### config.mk
export PLATFORM = sky130hd
export DESIGN_NAME = pmid_axis
export DESIGN_NICKNAME = d
export VERILOG_FILES = /design/src/hw/rtl/pmid_pkg.sv /design/src/hw/rtl/pmid_axis.sv
export SDC_FILE = /design/constraint.sdc
export NUM_CORES = 2
export LEC_CHECK = 0
export BUFFER_PORTS_ARGS = -buffer_cell sky130_fd_sc_hd__buf_2
export CAP_MARGIN = 0
export CORE_MARGIN = 1
export CORE_UTILIZATION = 28
export DETAILED_ROUTE_END_ITERATION = 6
export PLACE_DENSITY = 0.53
export SLEW_MARGIN = 20
export SYNTH_ARGS = -nofsm -noshare
export SYNTH_HDL_FRONTEND = slang
export SYNTH_SLANG_ARGS = --single-unit
### constraint.sdc
create_clock -name clk -period 12.3 [get_ports clk]
set_input_delay 0.615 -clock clk [delete_from_list [all_inputs] [get_ports clk]]
set_output_delay 0.615 -clock clk [all_outputs]
set_load 0.01 [all_outputs]
### src/hw/rtl/pmid_pkg.sv
`timescale 1ns / 1ps
// ----------------------------------------------------------------------------
// pmid_pkg
// Shared widths, register codes and the square root cell word.
// ----------------------------------------------------------------------------
package pmid_pkg;

    localparam int SIZE_W    = 23;
    localparam int DIMS_W    = 2;
    localparam int ROOT_W    = 25;
    localparam int SQ_W      = 2 * ROOT_W;
    localparam int REM_W     = ROOT_W + 3;
    localparam int LANE_LAT  = 4;
    localparam int ADDR_W    = 4;
    localparam int DATA_W    = 32;

    localparam logic [SIZE_W-1:0] BOX_RESET  = SIZE_W'(40960);
    localparam logic [DIMS_W-1:0] DIMS_RESET = DIMS_W'(1);

    typedef enum logic [1:0] {
        REG_BOX_X  = 2'd0,
        REG_BOX_Y  = 2'd1,
        REG_BOX_Z  = 2'd2,
        REG_ACTIVE = 2'd3
    } reg_idx_t;

    typedef struct packed {
        logic [REM_W-1:0]  rem;
        logic [ROOT_W-1:0] root;
        logic [SQ_W-1:0]   rad;
    } pmid_sqrt_t;

endpackage

### src/hw/rtl/pmid_axis.sv
`timescale 1ns / 1ps
// ----------------------------------------------------------------------------
// pmid_axis
// One axis lane: difference, single periodic wrap, magnitude, clipped square.
// ----------------------------------------------------------------------------
module pmid_axis #(
    parameter int COORD_WIDTH = 24
) (
    input  logic                             clk,
    input  logic                             en,
    input  logic signed [COORD_WIDTH-1:0]    a,
    input  logic signed [COORD_WIDTH-1:0]    b,
    input  logic [pmid_pkg::SIZE_W-1:0]      size,
    output logic [pmid_pkg::SQ_W-1:0]        sq
);
    import pmid_pkg::*;

    localparam int CMP_W = ((COORD_WIDTH + 2 > SIZE_W + 1) ? COORD_WIDTH + 2 : SIZE_W + 1) + 1;
    localparam int EXT_W = (CMP_W > ROOT_W + 1) ? CMP_W : ROOT_W + 1;

    logic signed [CMP_W-1:0] diff_reg,    diff_next;
    logic signed [CMP_W-1:0] wrap_reg,    wrap_next;
    logic [ROOT_W-1:0]       mag_reg,     mag_next;
    logic                    sat_reg,     sat_next;
    logic [SQ_W-1:0]         sq_reg,      sq_next;

    logic signed [CMP_W-1:0] twice;
    logic signed [CMP_W-1:0] size_s;
    logic [CMP_W-1:0]        mag_full;
    logic [EXT_W-1:0]        mag_ext;

    always_comb
    begin
        diff_next = en ? (CMP_W'(a) - CMP_W'(b)) : '0;

        twice  = diff_reg <<< 1;
        size_s = $signed(CMP_W'(size));
        if (twice > size_s)
            wrap_next = diff_reg - size_s;
        else if (twice < -size_s)
            wrap_next = diff_reg + size_s;
        else
            wrap_next = diff_reg;

        mag_full = wrap_reg[CMP_W-1] ? $unsigned(-wrap_reg) : $unsigned(wrap_reg);
        mag_ext  = EXT_W'(mag_full);
        sat_next = mag_ext > EXT_W'({ROOT_W{1'b1}});
        mag_next = mag_ext[ROOT_W-1:0];

        sq_next = sat_reg ? {SQ_W{1'b1}} : SQ_W'(mag_reg * mag_reg);
    end

    always_ff @(posedge clk)
    begin
        diff_reg <= diff_next;
        wrap_reg <= wrap_next;
        mag_reg  <= mag_next;
        sat_reg  <= sat_next;
        sq_reg   <= sq_next;
    end

    assign sq = sq_reg;

endmodule

# Word-level counts from Yosys, hierarchy flattened
# Index checks and enable logic that the tools add are counted.
# Widths: inputs -> output; s select.
# classes
order_cmp	3
add_sub_neg	5
muxes	3
n_mul	1
# ops
op	n
$mux 27	3
$mul 25x25->50	1
$add 27x24->27	1
$gt 27x24->1	1
$gt 27x25->1 const B	1
$lt 27x27->1	1
$neg 23->27	1
$neg 27->27	1
$sub 27x24->27	1
$sub 24x24->25	1
# word_totals
ff_bits	130
wordCells	17

# Longest topological paths before layout
# depth
depth_word	4
mapped_depth	29
depth_no_buf	27

# Worst setup path after synthesis
# No wires, ideal clock.
# synth_path
path_kind	register -> register
startpoint	register mag_reg[8]
endpoint	register sq_reg[47] (netlist: sq[47])
arrival_ps	6811
path_slack_ps	5369
t_required_ps	12180
path_stages_with_launch	27
period_less_slack_ps	6931
path_cell_list	dfxtp_1 clkbuf_1 clkinv_1 nor2_1 inv_1 fa_1 fa_1 inv_1 fa_1 inv_1 fa_1 inv_1 fa_1 fa_1 inv_1 fa_1 inv_1 ha_1 a211oi_1 o211ai_1 a2111oi_4 a211oi_2 nor3_1 o31ai_1 a41oi_1 xor2_1 nand2_1
# synth_via
elab_chain_cells	1
# synth_rtl
item	line	rtl
start, declared	pmid_axis.sv:23	logic [ROOT_W-1:0] mag_reg, mag_next;
start signal, assigned	pmid_axis.sv:57	mag_reg <= mag_next;
$mul 25x25->50	pmid_axis.sv:50	sq_next = sat_reg ? {SQ_W{1'b1}} : SQ_W'(mag_reg * mag_reg);
end signal, assigned	pmid_axis.sv:59	sq_reg <= sq_next;
end, declared	pmid_axis.sv:25	logic [SQ_W-1:0] sq_reg, sq_next;
# Every way passes these cells.
# A chain may end at the register's enable or synchronous reset.

# Worst setup path after layout
# Same ends and word-level chain as after synthesis.

==> metrics <==
status=complete, no violations; Worst-Margin Slew=1.105 ns; Die Height=311.7 um; pin count of the biggest net entering global routing=46; post-DR vias/cell=4.554; Final Max Slew Viols=0; io pins=123; P&R area growth vs syn=9.290%; Hold Path Depth=0; layout cells sized above 1=roughly 6.9%; FMAX=0.1236 GHz; share of the clock period used by the worst path=65.77%; GR Overflow Total=0; die width=311.7 um; quantity of hold-fixing buffers added after cts=0; routed vias=about 20000; Mapped Cells=3057; initial core utilization=28.27%; Ys Warns=0; # port buffers=122; final hold violation count=0; worst-path fanout max=19; antenna fix cells=0; Core ar.=95010 um2; max cap viols=0; post-CTS resize count=0; Final min period=between 8 and 9 ns; register area=2564 um2; dpl hpwl=58760 um; Async SR Flop Fraction=0%; Skew-Pair Late Insertion Delay=0.48 ns; CTS tree=built; WL final=71760 um; Post-Syn Area=about 27000 um2; commonest non-fill, non-tap cell in the layout=inv_1; Most used DFF post-synth=dfxtp_1; hold crit path type=reg2reg; Rows=113; unrepaired setup endpoints after global routing=false; overall global routing resource usage=15.17%; register bit total from synthesis=~130; clk buf depth=2; area of the multi-input gates=21030 um2; 1st-pass router iterations=7; Post-DRT Antenna Nets=0; Worst path most repeated cell=fa_1; critical path class=reg2reg; most frequent cells in the layout=inv_1, fa_1, ha_1, nand2_1, nor2_1; # setup viols final=0; number of flops mapped to enable cells by yosys=0; fin cells=about 4400; post-CTS setup buffers=0; Arrival @ worst endpoint=8.45 ns; Die ar.=around 100000 um2; slew margin rel.=26.06%; total CTS buffers=17; post-synthesis sequential area ratio=9.542%; max FFs per register=50; WL/cell=16.30 um; initial antenna violation count=7; CTS root buf=clkbuf_16; Iter 0 DRT Violations=1133; critical path startpoint category=flip-flop; depth of the CTS H-tree=4; syn nets=between 3000 and 4000; Avg Synthesized Cell Area=8.785 um2; Yosys cell types=85; placed insts=4372; first-pass GRT wire length=116100 um; CTS clk-pin slew, worst paths=0.08 ns; Num Clock Sinks=128; Worst path slowest cell=dfxtp_1; max incr delay on CP=roughly 0.90 ns; Post-layout nets=3978; Worst Setup End Kind=flip-flop; setup TNS=0 ns; Layout fillers=10170; clock skew=0.01798 ns; FF-to-FF path depth=25; Final GP Congestion=0.8699; DRC errors left=0; Critical Path RT=12.66 ns; vias in the first global route=21060
[stage by stage]
step / hold WS [ns] / setup WS [ns] / utilization [%] / cell area (um2)
2_1_floorplan: 0.3290 / 5.369 / - / 26860
3_3_place_gp: 0.3654 / 4.321 / 30.31 / 28800
3_5_place_dp: 0.3743 / 4.175 / 30.31 / 28800
4_1_cts: 0.3837 / 4.155 / 30.89 / 29350
5_1_grt: 0.3990 / 3.719 / 30.89 / 29350
6_report: 0.3808 / 4.210 / 30.89 / 29350
[worst max-delay path, delay by kind of cell, from the launching register on]
family                     cells  cell delay [ns]
adders and majority gates      8             3.79
AOI/OAI and AO/OA              6             1.66
DFF                            1             0.90
buffers and inverters          7             0.79
and+or+nand+nor                3             0.65
xor gates and xnor gates       1             0.16
[cell usage after synthesis, types with 27 or more instances]
library cell	count	area (um2)
a21o_1	54	405.4
a21oi_1	129	645.6
and2_1	112	700.7
clkbuf_1	81	304.0
dfxtp_1	128	2562
fa_1	471	9429
ha_1	308	3854
inv_1	740	2778
nand2_1	234	878.3
nand2b_1	52	325.3
nor2_1	147	551.8
nor2b_1	27	168.9
nor3_1	37	185.2
o21ai_0	72	360.4
xnor2_1	79	691.9
xor2_1	30	262.8
[kinds of logic (layout without fill, tap and decap cells)]
group / count (synthesis) / after routing / share of synthesized area, %
mux: 11 / 11 / 0.4193
simple gates: 723 / 723 / 13.18
xor+xnor: 109 / 109 / 3.555
buf+inv: 846 / 927 / 12.19
flops: 128 / 128 / 9.542
compound gates: 461 / 461 / 11.65
fa+ha+maj: 779 / 779 / 49.46
[area by class of cell]
class / instances / share of cell area [%]
clock buffer: 19 / 1.509
clock inverter: 12 / 0.3794
inverter: 745 / 9.528
multi-input combinational: 2083 / 71.63
sequential: 128 / 8.735
tap: 1265 / 5.393
timing repair buffer: 151 / 2.822
[layer usage]
metal	GRT usage [%]	share of wire, %
met2	24.54	45
met1	21.63	49
met3	2.136	4.7
met5	0	0.033
met4	2.652	1.2
[path summary, 6_finish.rpt]
path / startpoint / to / slack [ns]
hold reg to reg: wrap_reg[0] / mag_reg[0] / 0.38
setup reg to reg: mag_reg[8] / sq[47] / 4.21
setup / recovery: mag_reg[8] / sq[47] / 4.21
hold / removal: wrap_reg[0] / mag_reg[0] / 0.38
Power is left out: the tool's default activity adds up to more than one toggle a clock period on the data nets, which glitch-free logic cannot reach.
