## config.mk

```make
export PLATFORM = sky130hd
export DESIGN_NAME = pmid_sqrt_cell
export DESIGN_NICKNAME = d
export VERILOG_FILES = /design/src/hw/rtl/pmid_pkg.sv /design/src/hw/rtl/pmid_sqrt_cell.sv
export SDC_FILE = /design/constraint.sdc
export NUM_CORES = 1
export LEC_CHECK = 0
export ABC_CLOCK_PERIOD_IN_PS = 800
export BUFFER_PORTS_ARGS = -buffer_cell sky130_fd_sc_hd__buf_2
export CORE_MARGIN = 1.5
export CORE_UTILIZATION = 30
export DETAILED_ROUTE_END_ITERATION = 8
export PLACE_DENSITY = 0.66
export SYNTH_ARGS = -nofsm -noshare
export SYNTH_HDL_FRONTEND = slang
export SYNTH_SLANG_ARGS = --single-unit
```

## constraint.sdc

```tcl
create_clock -name clk -period 0.8 [get_ports clk]
set_input_delay 0.04 -clock clk [delete_from_list [all_inputs] [get_ports clk]]
set_output_delay 0.04 -clock clk [all_outputs]
set_load 0.02 [all_outputs]
```

## src/hw/rtl/pmid_pkg.sv

```systemverilog
`timescale 1ns / 1ps
// ----------------------------------------------------------------------------
// pmid_pkg
// Shared widths, register codes and the square root cell word.
// ----------------------------------------------------------------------------
package pmid_pkg;

    localparam int SIZE_W    = 23;
    localparam int DIMS_W    = 2;
    localparam int ROOT_W    = 25;
    localparam int SQ_W      = 2 * ROOT_W;
    localparam int REM_W     = ROOT_W + 3;
    localparam int LANE_LAT  = 4;
    localparam int ADDR_W    = 4;
    localparam int DATA_W    = 32;

    localparam logic [SIZE_W-1:0] BOX_RESET  = SIZE_W'(40960);
    localparam logic [DIMS_W-1:0] DIMS_RESET = DIMS_W'(1);

    typedef enum logic [1:0] {
        REG_BOX_X  = 2'd0,
        REG_BOX_Y  = 2'd1,
        REG_BOX_Z  = 2'd2,
        REG_ACTIVE = 2'd3
    } reg_idx_t;

    typedef struct packed {
        logic [REM_W-1:0]  rem;
        logic [ROOT_W-1:0] root;
        logic [SQ_W-1:0]   rad;
    } pmid_sqrt_t;

endpackage

```

## src/hw/rtl/pmid_sqrt_cell.sv

```systemverilog
`timescale 1ns / 1ps
// ----------------------------------------------------------------------------
// pmid_sqrt_cell
// One bit of the restoring square root; hands its word to the next cell.
// ----------------------------------------------------------------------------
module pmid_sqrt_cell (
    input  logic                 clk,
    input  logic                 rst_n,
    input  logic                 valid_in,
    input  pmid_pkg::pmid_sqrt_t word_in,
    output logic                 valid_out,
    output pmid_pkg::pmid_sqrt_t word_out
);
    import pmid_pkg::*;

    logic       valid_reg;
    pmid_sqrt_t word_reg, word_next;
    logic [REM_W-1:0] cur;
    logic [REM_W-1:0] trial;

    always_comb
    begin
        cur   = {word_in.rem[REM_W-3:0], word_in.rad[SQ_W-1 -: 2]};
        trial = REM_W'({word_in.root, 2'b01});
        word_next.rad = word_in.rad << 2;
        if (cur >= trial)
        begin
            word_next.rem  = cur - trial;
            word_next.root = {word_in.root[ROOT_W-2:0], 1'b1};
        end
        else
        begin
            word_next.rem  = cur;
            word_next.root = {word_in.root[ROOT_W-2:0], 1'b0};
        end
    end

    always_ff @(posedge clk or negedge rst_n)
    begin
        if (!rst_n)
            valid_reg <= 1'b0;
        else
            valid_reg <= valid_in;
    end

    always_ff @(posedge clk)
    begin
        word_reg <= word_next;
    end

    assign valid_out = valid_reg;
    assign word_out  = word_reg;

endmodule

```

Word level (Yosys, flattened, before mapping)

Index checks and enable logic that the tools add are counted.

Add/subtract/negate cells: 1
$mul: 0
Div/mod/pow operators: 0
Order comparisons: 1
Equality and inequality tests: 0
Shifts and indexed selects: 0
Muxes and demuxes: 1
Bitwise operators: 0
Reductions and logical operators: 0

Operators with widths:

| operator         | number |
|---|---|
| $mux W53         | 1 |
| $ge A28 B27 Y1   | 1 |
| $sub A28 B27 Y28 | 1 |

Register bits after elaboration: 102
Latch bits: 0
RAM bits: 0
Bits in read-only memories: 0
Input port bits: 106
Word-level logic and storage cells: 7
Memories kept: 0

Logic depth before layout (Yosys ltp)

Gate-level depths: netlist (run 1).

Word-level depth: 2
Mapped depth: 12

Worst setup path before layout (run 1)

Ideal clock, no wire load.

Path type: input-to-reg
From: input port word_in[71] (netlist name)
To: register word_reg (netlist bit word_out[101])
Arrival: 1.814 ns
Path slack: -1.142 ns
Stages on the path: 10
Path buffers: 2
Cell sequence: inv_1 > ha_1 > clkbuf_2 > nand4_4 > or4_1 > a31oi_1 > nor2_2 > buf_6 > nor4b_4 > a211oi_2

RTL lines:

| what                   | RTL line             | source |
|---|---|---|
| start: declaration     | pmid_sqrt_cell.sv:10 | `input pmid_pkg::pmid_sqrt_t word_in,` |
| end signal: assignment | pmid_sqrt_cell.sv:48 | `word_reg <= word_next;` |
| end: declaration       | pmid_sqrt_cell.sv:17 | `pmid_sqrt_t word_reg, word_next;` |

==> impl_results.md, run 1 <==
- Io pins: 210
- Most common cell in the netlist: dfxtp_1
- Initial antenna violation count: 0
- Floorplan core area: 12800 um2
- CTS Root Cell: clkbuf_16
- GRT Overall Usage: 21.7%
- Worst hold path cell count: 4
- CP Max Fanout: 9
- Final wirelength: 16000 um
- Vias in the first global route: 4759
- Worst Hold End: word_out[96]$_DFF_P_
- Synth Instances: 400
- Power Density: 1830 nW/um2
- Max Root-Sink Buffers: 2
- Fill count: 876
- RSZ-0062 raised after global routing: true
- Post-synth ARST share: 0.980%
- Leading area contributor after synthesis: dfxtp_1
- Pin count of the biggest net entering global routing: 21
- P_leak: 4.07 nW
- Synth unique cells: 54
- Final Max Slew Viols: 0
- Maxcap violations: 0
- Final Total Pwr: 16.3 mW
- Global-route wire length before repair: 23900 um
- HP Start: word_in[94]
- Crit end category: flop
- Synth area leaders: dfxtp_1 (51%), ha_1 (8.5%), a21oi_1 (5.1%)
- EDFF count, synth: 0
- Synth top area share: 50.7%
- Outcome: finished, violations left
- Layout cell share with drive strength beyond 1: 67.1%
- Vias: 4541
- Cell Rows: 41
- Critical path startpoint category: primary input
- Clock-pin slew on the worst setup and hold paths: 0.08 ns
- Post-route DRC: 0
- Post-synth top flop: dfxtp_1
- Vias per inst: 4.59
- Drt wl/cell: 16.2 um
- Post-route clock period utilization: 217%
- Clock sinks: 102
- Die area: 14000 um2
- PortBufs: 205
- Post-Layout Cell Count: 990
- Initial Utilization: 31.1%
- Die height: 118 um
- Initial DRC count: 227
- VDD IR-drop max: 1.24 mV
- CTS tree: yes
- Die Wd: 118 um
- Most frequent cells after synthesis: dfxtp_1 (101), a21oi_1 (41), inv_1 (33), nor2_1 (31), ha_1 (27)
- Final setup viols: 131
- GRT Residual Overflow: 0
- Routability Congestion: 0.822
- Synthesized cell area: 3990 um2
- Register area share after synthesis: 51.3%
- Final WS setup: -0.934 ns
- Remaining antenna violation count: 0
- Drt first pass iters: 4
- Violated checks: setup timing
- Area grow syn2layout: 123%
- Hold Vio Cnt, Final: 0
- Dpl cells: 862
- Synth warn: 0
- Fmax: 0.577 GHz
- Diodes inserted: 0
- Fin util: 69.3%
- Crit Path Class: in2reg
- CP required: 1.04 ns
- CTS buffer count: 9
- Fin nets: 946
- DP Wirelength: 9760 um
- Final Critical Period: 1.73 ns
- Synth Register Bits: 102
- H-tree Lvls: 3
- Synth Area per Inst: 9.98 um2
- WHS: 0.0177 ns
- WP data arrival: 1.97 ns
- Hold Path Class: in2reg
metal layers:
metal	GRT usage [%]	up-vias	share of wire, %
li1	-	2204	-
met1	24.0	2124	40
met2	39.4	178	52
met3	5.21	35	5.1
met4	9.22	0	2.8
met5	0	-	0
flip-flops by register name, summed over array words and instances, names as in the netlist:
name	count
valid_out	1
word_out	101
per-stage QoR:
stage	instance area, um2	setup WS, ns	TNS, ns
3_3_place_gp	6000	-1.38	-35.89
5_1_grt	8880	-0.982	-31.33
6_report	8880	-0.934	-27.50
2_1_floorplan	4120	-1.05	-27.85
4_1_cts	8570	-0.841	-27.21
3_5_place_dp	6000	-1.42	-38.21
cells in the final DEF (no fill, tap or decap), types with 8 or more instances in the layout:
cell type	synthesis	layout
buf_6	5	122
dfxtp_2	0	101
buf_4	6	98
dlygate4sd3_1	0	94
buf_2	1	91
a21oi_1	41	28
inv_1	33	20
nand2_1	24	18
nor2_2	1	16
ha_4	0	16
nor2_1	31	14
a21o_1	13	13
xor2_1	13	13
ha_1	27	10
inv_2	0	9
a21oi_2	0	9
clkbuf_16	0	9
o21ai_2	2	8
xnor2_1	8	8
layout make-up:
class                      count  area [um2]  share of cell area, %
clock inverter                 7         100                   1.13
inverter                      34         148                   1.66
sequential                   102        2170                   24.5
timing repair buffer         414        3670                   41.3
clock buffer                   9         225                   2.53
multi-input combinational    252        2350                   26.4
tap                          172         215                   2.42
power by group:
group	switching, mW	total (mW)	internal [mW]
Combinational	2.58	5.58	3.00
Sequential	0.266	5.95	5.68
Clock	2.21	4.75	2.54
repair_timing:
item / 4_1_cts / 5_1_grt
cloned: 1 / 0
resized for setup: 398 / 63
endpoints found under the setup margin: 131 / 131
pin swaps: 32 / 34
endpoints found under the hold margin: 92 / 1
buffers inserted: 12 / 8
hold buffers: 93 / 1
cell families (layout without fill, tap and decap cells):
group	count (synthesis)	in the layout	synth area share, %
AOI/OAI and AO/OA	107	107	17.0
xor gates and xnor gates	22	22	5.02
buffers and inverters	47	464	6.05
adders and majority gates	27	27	8.46
DFF	102	102	51.3
other	1	2	0.0940
and+or+nand+nor	94	94	12.1
worst max path at each step:
stage | end | cells after the start | slack [ns] | start
after global placement | word_out[98]$_DFF_P_ | 10 | -1.38 | word_in[69]
after global routing | word_out[80]$_DFF_P_ | 11 | -0.98 | word_in[78]
after detailed placement | word_out[98]$_DFF_P_ | 11 | -1.42 | word_in[53]
final | word_out[81]$_DFF_P_ | 11 | -0.93 | word_in[78]
after floorplan | word_out[101]$_DFF_P_ | 10 | -1.05 | word_in[58]
after CTS | word_out[101]$_DFF_P_ | 10 | -0.84 | word_in[78]
critical path, cell delays in order:
cell and delay [ns]:
buf_8 0.10, ha_4 0.24, a21o_1 0.18, or3_4 0.37
o21ai_4 0.20, a31oi_4 0.12, nor2_4 0.22, inv_6 0.10
buf_12 0.17, nor2_2 0.14, a21oi_1 0.08
(Power assumes the default switching activity.)
==> inputs of run 2 (changes only) <==
ABC_CLOCK_PERIOD_IN_PS = default   (was 800)
CORE_MARGIN = 1   (was 1.5)
==> run 2 against run 1 <==
  * The flow still finishes with violations (setup timing)
  * Critical path depth unchanged
  * Clock-buffer cell count up 2
  * Global-route usage up 0.86 points
  * Final area up 0.41%
  * Final cell count unchanged
  * Via count down 0.48%
  * First-iteration DRC count down 21%
  * Hold slack worse by 0.0028 ns
  * Routed wire length down 1.6%
  * Die area down 1.7%
  * Combinational power about the same
==> impl_results.md, run 2 (synthesis results as in run 1) <==
- Initial DRC count: 179 (-21%)
- Violated checks: setup timing
- Final Critical Period: 1.72 ns (-0.0161 ns)
- CTS Root Cell: clkbuf_16
- Commonest non-fill, non-tap cell in the layout: buf_6
- Final WS setup: -0.918 ns (+0.0161 ns)
- WP depth: 11 (unchanged)
- Vias per inst: 4.56 (-0.48%)
- Drt first pass iters: 4 (unchanged)
- Max Root-Sink Buffers: 2 (unchanged)
- Post-DP Area: 5960 um2 (-0.71%)
- Routability Congestion: 0.801 (-2.6%)
- Hold Path Class: in2reg
- Crit Path Class: in2reg
- Largest register FFs: 101 (unchanged)
- Critical Path, Cell by Cell: buf_8 > inv_4 > ha_4 > nand4_1 > or4_4 > a31oi_4 > nor2_4 > buf_6 > buf_8 > nor4b_4 > a211oi_2
- Diodes inserted: 0 (unchanged)
- Design area: 8920 um2 (+0.41%)
- Area grow syn2layout: 124%
- CP max stage cell: or4_4
- Pin count of the biggest net entering global routing: 19 (-9.5%)
- Vias: 4519 (-0.48%)
- Final setup viols: 131 (unchanged)
- Global-route wire length before repair: 24500 um (+2.7%)
- Remaining antenna violation count: 0 (unchanged)
- CP max stage delay: 0.55 ns (+0.18 ns)
- Final wirelength: 15800 um (-1.6%)
- Fin nets: 946 (unchanged)
- CP required: 1.04 ns (about the same)
- Cell Rows: 41 (unchanged)
- CP Max Fanout: 5 (-4)
- CP top delay family: simple AND/OR/NAND/NOR gates
- Post-route DRC: 0 (unchanged)
- GRT Residual Overflow: 0 (unchanged)
- PortBufs: 205 (unchanged)
- CTS buffer count: 9 (unchanged)
- Critical Path Start: word_in[53]
- WP data arrival: 1.96 ns (about the same)
- Clock sinks: 102 (unchanged)
- Met2 Use GR: 42.8% (+3.4 points)
- VDD IR-drop max: 1.05 mV (-15%)
- Io pins: 210 (unchanged)
- Initial antenna violation count: 0 (unchanged)
- Worst-case setup slack after placement: -1.43 ns (-0.0101 ns)
- GRT Overall Usage: 22.6% (+0.86 points)
- DP Wirelength: 9720 um (-0.39%)
- Drt wl/cell: 15.9 um (-1.6%)
- P_leak: 4.06 nW (about the same)
- Post-route clock period utilization: 215% (-2.0 points)
- Critical path startpoint category: primary input
- Post-Layout Cell Count: 990 (unchanged)
- GR Layer Usage met3: 5.30% (+0.089 points)
- Hold Vio Cnt, Final: 0 (unchanged)
- Outcome: finished, violations left
- Maxcap violations: 0 (unchanged)
- Worst hold path cell count: 4 (unchanged)
- HP Start: word_in[81]
- Final Total Pwr: 16.3 mW (-0.13%)
- CTS tree: yes
- Met1 Resource Use GR: 23.8% (-0.25 points)
- Clock-pin slew on the worst setup and hold paths: 0.08 ns (about the same)
- Die area: 13800 um2 (-1.7%)
- GRT Max-Usage Layer: met2
- Final Max Slew Viols: 0 (unchanged)
- Layout cell share with drive strength beyond 1: 67.4% (+0.24 points)
- Commonest cells after routing, fill and taps aside: buf_6 (134), dfxtp_2 (100), buf_4 (96)
- Die height: 117 um (-0.84%)
- Worst path most repeated cell: buf_8
- Initial Utilization: 31.2% (+0.12 points)
- Die Wd: 117 um (-0.84%)
- Dpl cells: 858 (-0.46%)
- Power Density: 1820 nW/um2 (-0.54%)
- Fin util: 69.8% (+0.56 points)
- Crit end category: flop
- Floorplan core area: 12800 um2 (-0.40%)
- Fmax: 0.582 GHz (+0.94%)
- RSZ-0062 raised after global routing: true
- H-tree Lvls: 3 (unchanged)
- Vias in the first global route: 4852 (+2.0%)
- Buffer and inverter count on the worst path: 4 (+1)
[run 2: cell type report]
type | instances | area (um2)
inverter | 34 | 150
fill | 885 | 3850
timing repair buffer | 414 | 3690
clock inverter | 5 | 70.1
tap | 172 | 215
multi-input combinational | 252 | 2370
clock buffer | 11 | 253
sequential | 102 | 2170
[run 2: per-layer routing]
| metal | wire (um) | up-vias |
|---|---|---|
| li1 | - | 2209 |
| met4 | 468 | 0 |
| met3 | 818 | 37 |
| met2 | 8390 | 157 |
| met5 | 0 | - |
| met1 | 6110 | 2116 |
[run 2: what timing repair did]
| action | 4_1_cts | 5_1_grt |
|---|---|---|
| endpoints found under the setup margin | 131 | 131 |
| buffers inserted | 15 | 10 |
| pin swaps | 41 | 45 |
| endpoints found under the hold margin | 91 | 1 |
| resized for setup | 403 | 77 |
| hold buffers | 92 | 1 |
[run 2: path summary, 6_finish.rpt]
kind | end | slack, ns
max in group asynchronous | valid_out$_DFF_PN0_ | 0.16
setup / recovery | word_out[101]$_DFF_P_ | -0.92
min in group asynchronous | valid_out$_DFF_PN0_ | 0.53
hold / removal | word_out[83]$_DFF_P_ | 0.01
[run 2: power breakdown]
part | switching [mW] | internal (mW)
Clock | 2.08 | 2.67
Combinational | 2.57 | 3.01
Sequential | 0.254 | 5.68
Total | 4.90 | 11.4
[run 2: worst min-delay path, delay by kind of cell]
kind            cells  cell delay (ns)
simple gates        1             0.04
compound gates      1             0.08
buf+inv             2             0.17
[run 2: per-stage QoR]
stage,TNS [ns],hold slack [ns]
4_1_cts,-25.95,0.0135
5_1_grt,-31.23,0.0266
3_3_place_gp,-36.81,-0.186
6_report,-26.92,0.0149
2_1_floorplan,-27.85,-0.256
3_5_place_dp,-36.31,-0.183
==> inputs of run 3 (changes only) <==
PLACE_DENSITY = 0.6   (was 0.66)
==> run 3 against run 2 <==
  * Worst setup slack improved by 0.020 ns
  * Sequential power barely moved
  * Global-route usage fell by 0.40 points
  * Largest cell class unchanged
  * Routed wire length down 2.8%
  * Highest routed layer unchanged
  * Largest power group unchanged
  * The flow still finishes with violations (setup timing)
  * Final area fell by 0.42%
  * Final cell count increased by 0.91%
  * Via count down 0.49%
  * Clock-buffer cell count is 2 lower
==> impl_results.md, run 3 (synthesis results as in run 1) <==
- Final setup viols: 131 (unchanged)
- GRT Overall Usage: 22.2% (-0.40 points)
- Clock sinks: 102 (unchanged)
- Fill count: 895 (+1.1%)
- Initial DRC count: 162 (-9.5%)
- Post-route DRC: 0 (unchanged)
- Final WS setup: -0.898 ns (+0.0197 ns)
- Clock-pin slew on the worst setup and hold paths: 0.08 ns (about the same)
- CP max stage cell: or3b_4
- Final Max Slew Viols: 0 (unchanged)
- CTS tree: yes
- P_leak: 4.08 nW (+0.41%)
- Critical path startpoint category: primary input
- Post-DP Area: 5970 um2 (+0.21%)
- Post-route clock period utilization: 212% (-2.5 points)
- DP Wirelength: 9630 um (-0.99%)
- Crit end category: flop
- Drt wl/cell: 15.4 um (-3.7%)
- Floorplan core area: 12800 um2 (unchanged)
- CTS Root Cell: clkbuf_16
- Initial Utilization: 31.2% (unchanged)
- Violated checks: setup timing
- Die Wd: 117 um (unchanged)
- Fin util: 69.5% (-0.29 points)
- Die area: 13800 um2 (unchanged)
- CTS buffer count: 9 (unchanged)
- Power Density: 1810 nW/um2 (-0.55%)
- CP required: 1.04 ns (about the same)
- Vias in the first global route: 4771 (-1.7%)
- WP data arrival: 1.94 ns (-0.02 ns)
- CP max stage delay: 0.44 ns (-0.11 ns)
- Final Critical Period: 1.70 ns (-0.0197 ns)
- Maxcap violations: 0 (unchanged)
- Die height: 117 um (unchanged)
- Crit Path Class: in2reg
- Dpl cells: 863 (+0.58%)
- Pin count of the biggest net entering global routing: 20 (+1)
- Remaining antenna violation count: 0 (unchanged)
- Layout cell share with drive strength beyond 1: 66.8% (-0.53 points)
- Area grow syn2layout: 123%
- Design area: 8880 um2 (-0.42%)
- Hold Path Class: in2reg
- Drt first pass iters: 4 (unchanged)
- Post-Layout Cell Count: 999 (+0.91%)
- Largest register FFs: 101 (unchanged)
- Vias: 4497 (-0.49%)
- Commonest non-fill, non-tap cell in the layout: buf_6
- VDD IR-drop max: 1.13 mV (+8.0%)
- Critical Path, Cell by Cell: buf_8 > inv_4 > ha_4 > buf_4 > nor3_1 > nor2_2 > o211ai_4 > a31oi_2 > or3b_4 > a211oi_2 > nor3_2
- Final Total Pwr: 16.1 mW (-0.97%)
- Outcome: finished, violations left
- Routability Congestion: 0.865 (+8.1%)
- Io pins: 210 (unchanged)
- GRT Residual Overflow: 0 (unchanged)
- Global-route wire length before repair: 24100 um (-1.8%)
- Fin nets: 954 (+0.85%)
- Final wirelength: 15300 um (-2.8%)
- Commonest cells after routing, fill and taps aside: buf_6 (130), buf_4 (105), dfxtp_2 (101)
- RSZ-0062 raised after global routing: true
- Vias per inst: 4.50 (-1.4%)
- Cell Rows: 41 (unchanged)
- Initial antenna violation count: 1 (+1)
- Hold Vio Cnt, Final: 0 (unchanged)
- CP Max Fanout: 4 (-1)
- Fmax: 0.589 GHz (+1.2%)
- H-tree Lvls: 3 (unchanged)
- Max Root-Sink Buffers: 2 (unchanged)
- PortBufs: 205 (unchanged)
-- run 3: path summary, 6_finish.rpt --
check,start,endpoint,depth (start not counted)
max,word_in[53],word_out[98]$_DFF_P_,11
min,word_in[100],word_out[102]$_DFF_P_,3
max in group asynchronous,rst_n,valid_out$_DFF_PN0_,3
min in group asynchronous,rst_n,valid_out$_DFF_PN0_,3
-- run 3: critical path, delay by kind of cell --
family / cells / cell delay [ns]
adder cells (fa/ha/maj): 1 / 0.19
AO/OA/AOI/OAI: 3 / 0.51
buffers and inverters: 3 / 0.30
AND/OR/NAND/NOR: 4 / 0.90
-- run 3: power by group --
| part | internal [mW] | switching, mW | leakage [nW] |
|---|---|---|---|
| registers | 5.68 | 0.247 | 0.864 |
| clock network | 2.50 | 2.15 | 0.153 |
| logic | 3.01 | 2.51 | 3.06 |
| total | 11.2 | 4.90 | 4.08 |
-- run 3: repair_timing --
item | 4_1_cts | 5_1_grt
setup buffers | 23 | 4
pin swaps | 49 | 21
setup endpoints to repair | 131 | 131
endpoints found under the hold margin | 92 | 0
resized for setup | 437 | 32
hold buffers | 93 | 0
-- run 3: area by class of cell --
class,count,area (um2),area share (%)
repair buffers,422,3730,42.0
flip-flops and latches,102,2170,24.5
clock inverters,7,90.1,1.01
multi-input cells,252,2290,25.8
clock buffers,9,225,2.54
diodes,1,2.50,0.0282
well taps,172,215,2.42
inverters,34,153,1.72
-- run 3: through the flow --
stage          hold slack, ns  worst slack [ns]  setup TNS [ns]
2_1_floorplan          -0.256             -1.05          -27.85
3_3_place_gp           -0.186             -1.32          -36.13
3_5_place_dp           -0.183             -1.38          -37.22
4_1_cts               0.00341            -0.839          -26.53
5_1_grt                0.0125             -1.01          -31.49
6_report               0.0180            -0.898          -27.18
-- run 3: per-layer routing --
metal | share of wire (%) | vias to the layer above | track usage [%]
met5 | 0 | - | 0
met4 | 2.2 | 0 | 7.63
met3 | 4.7 | 25 | 4.57
met2 | 52 | 143 | 40.8
met1 | 41 | 2112 | 25.1
li1 | - | 2217 | -
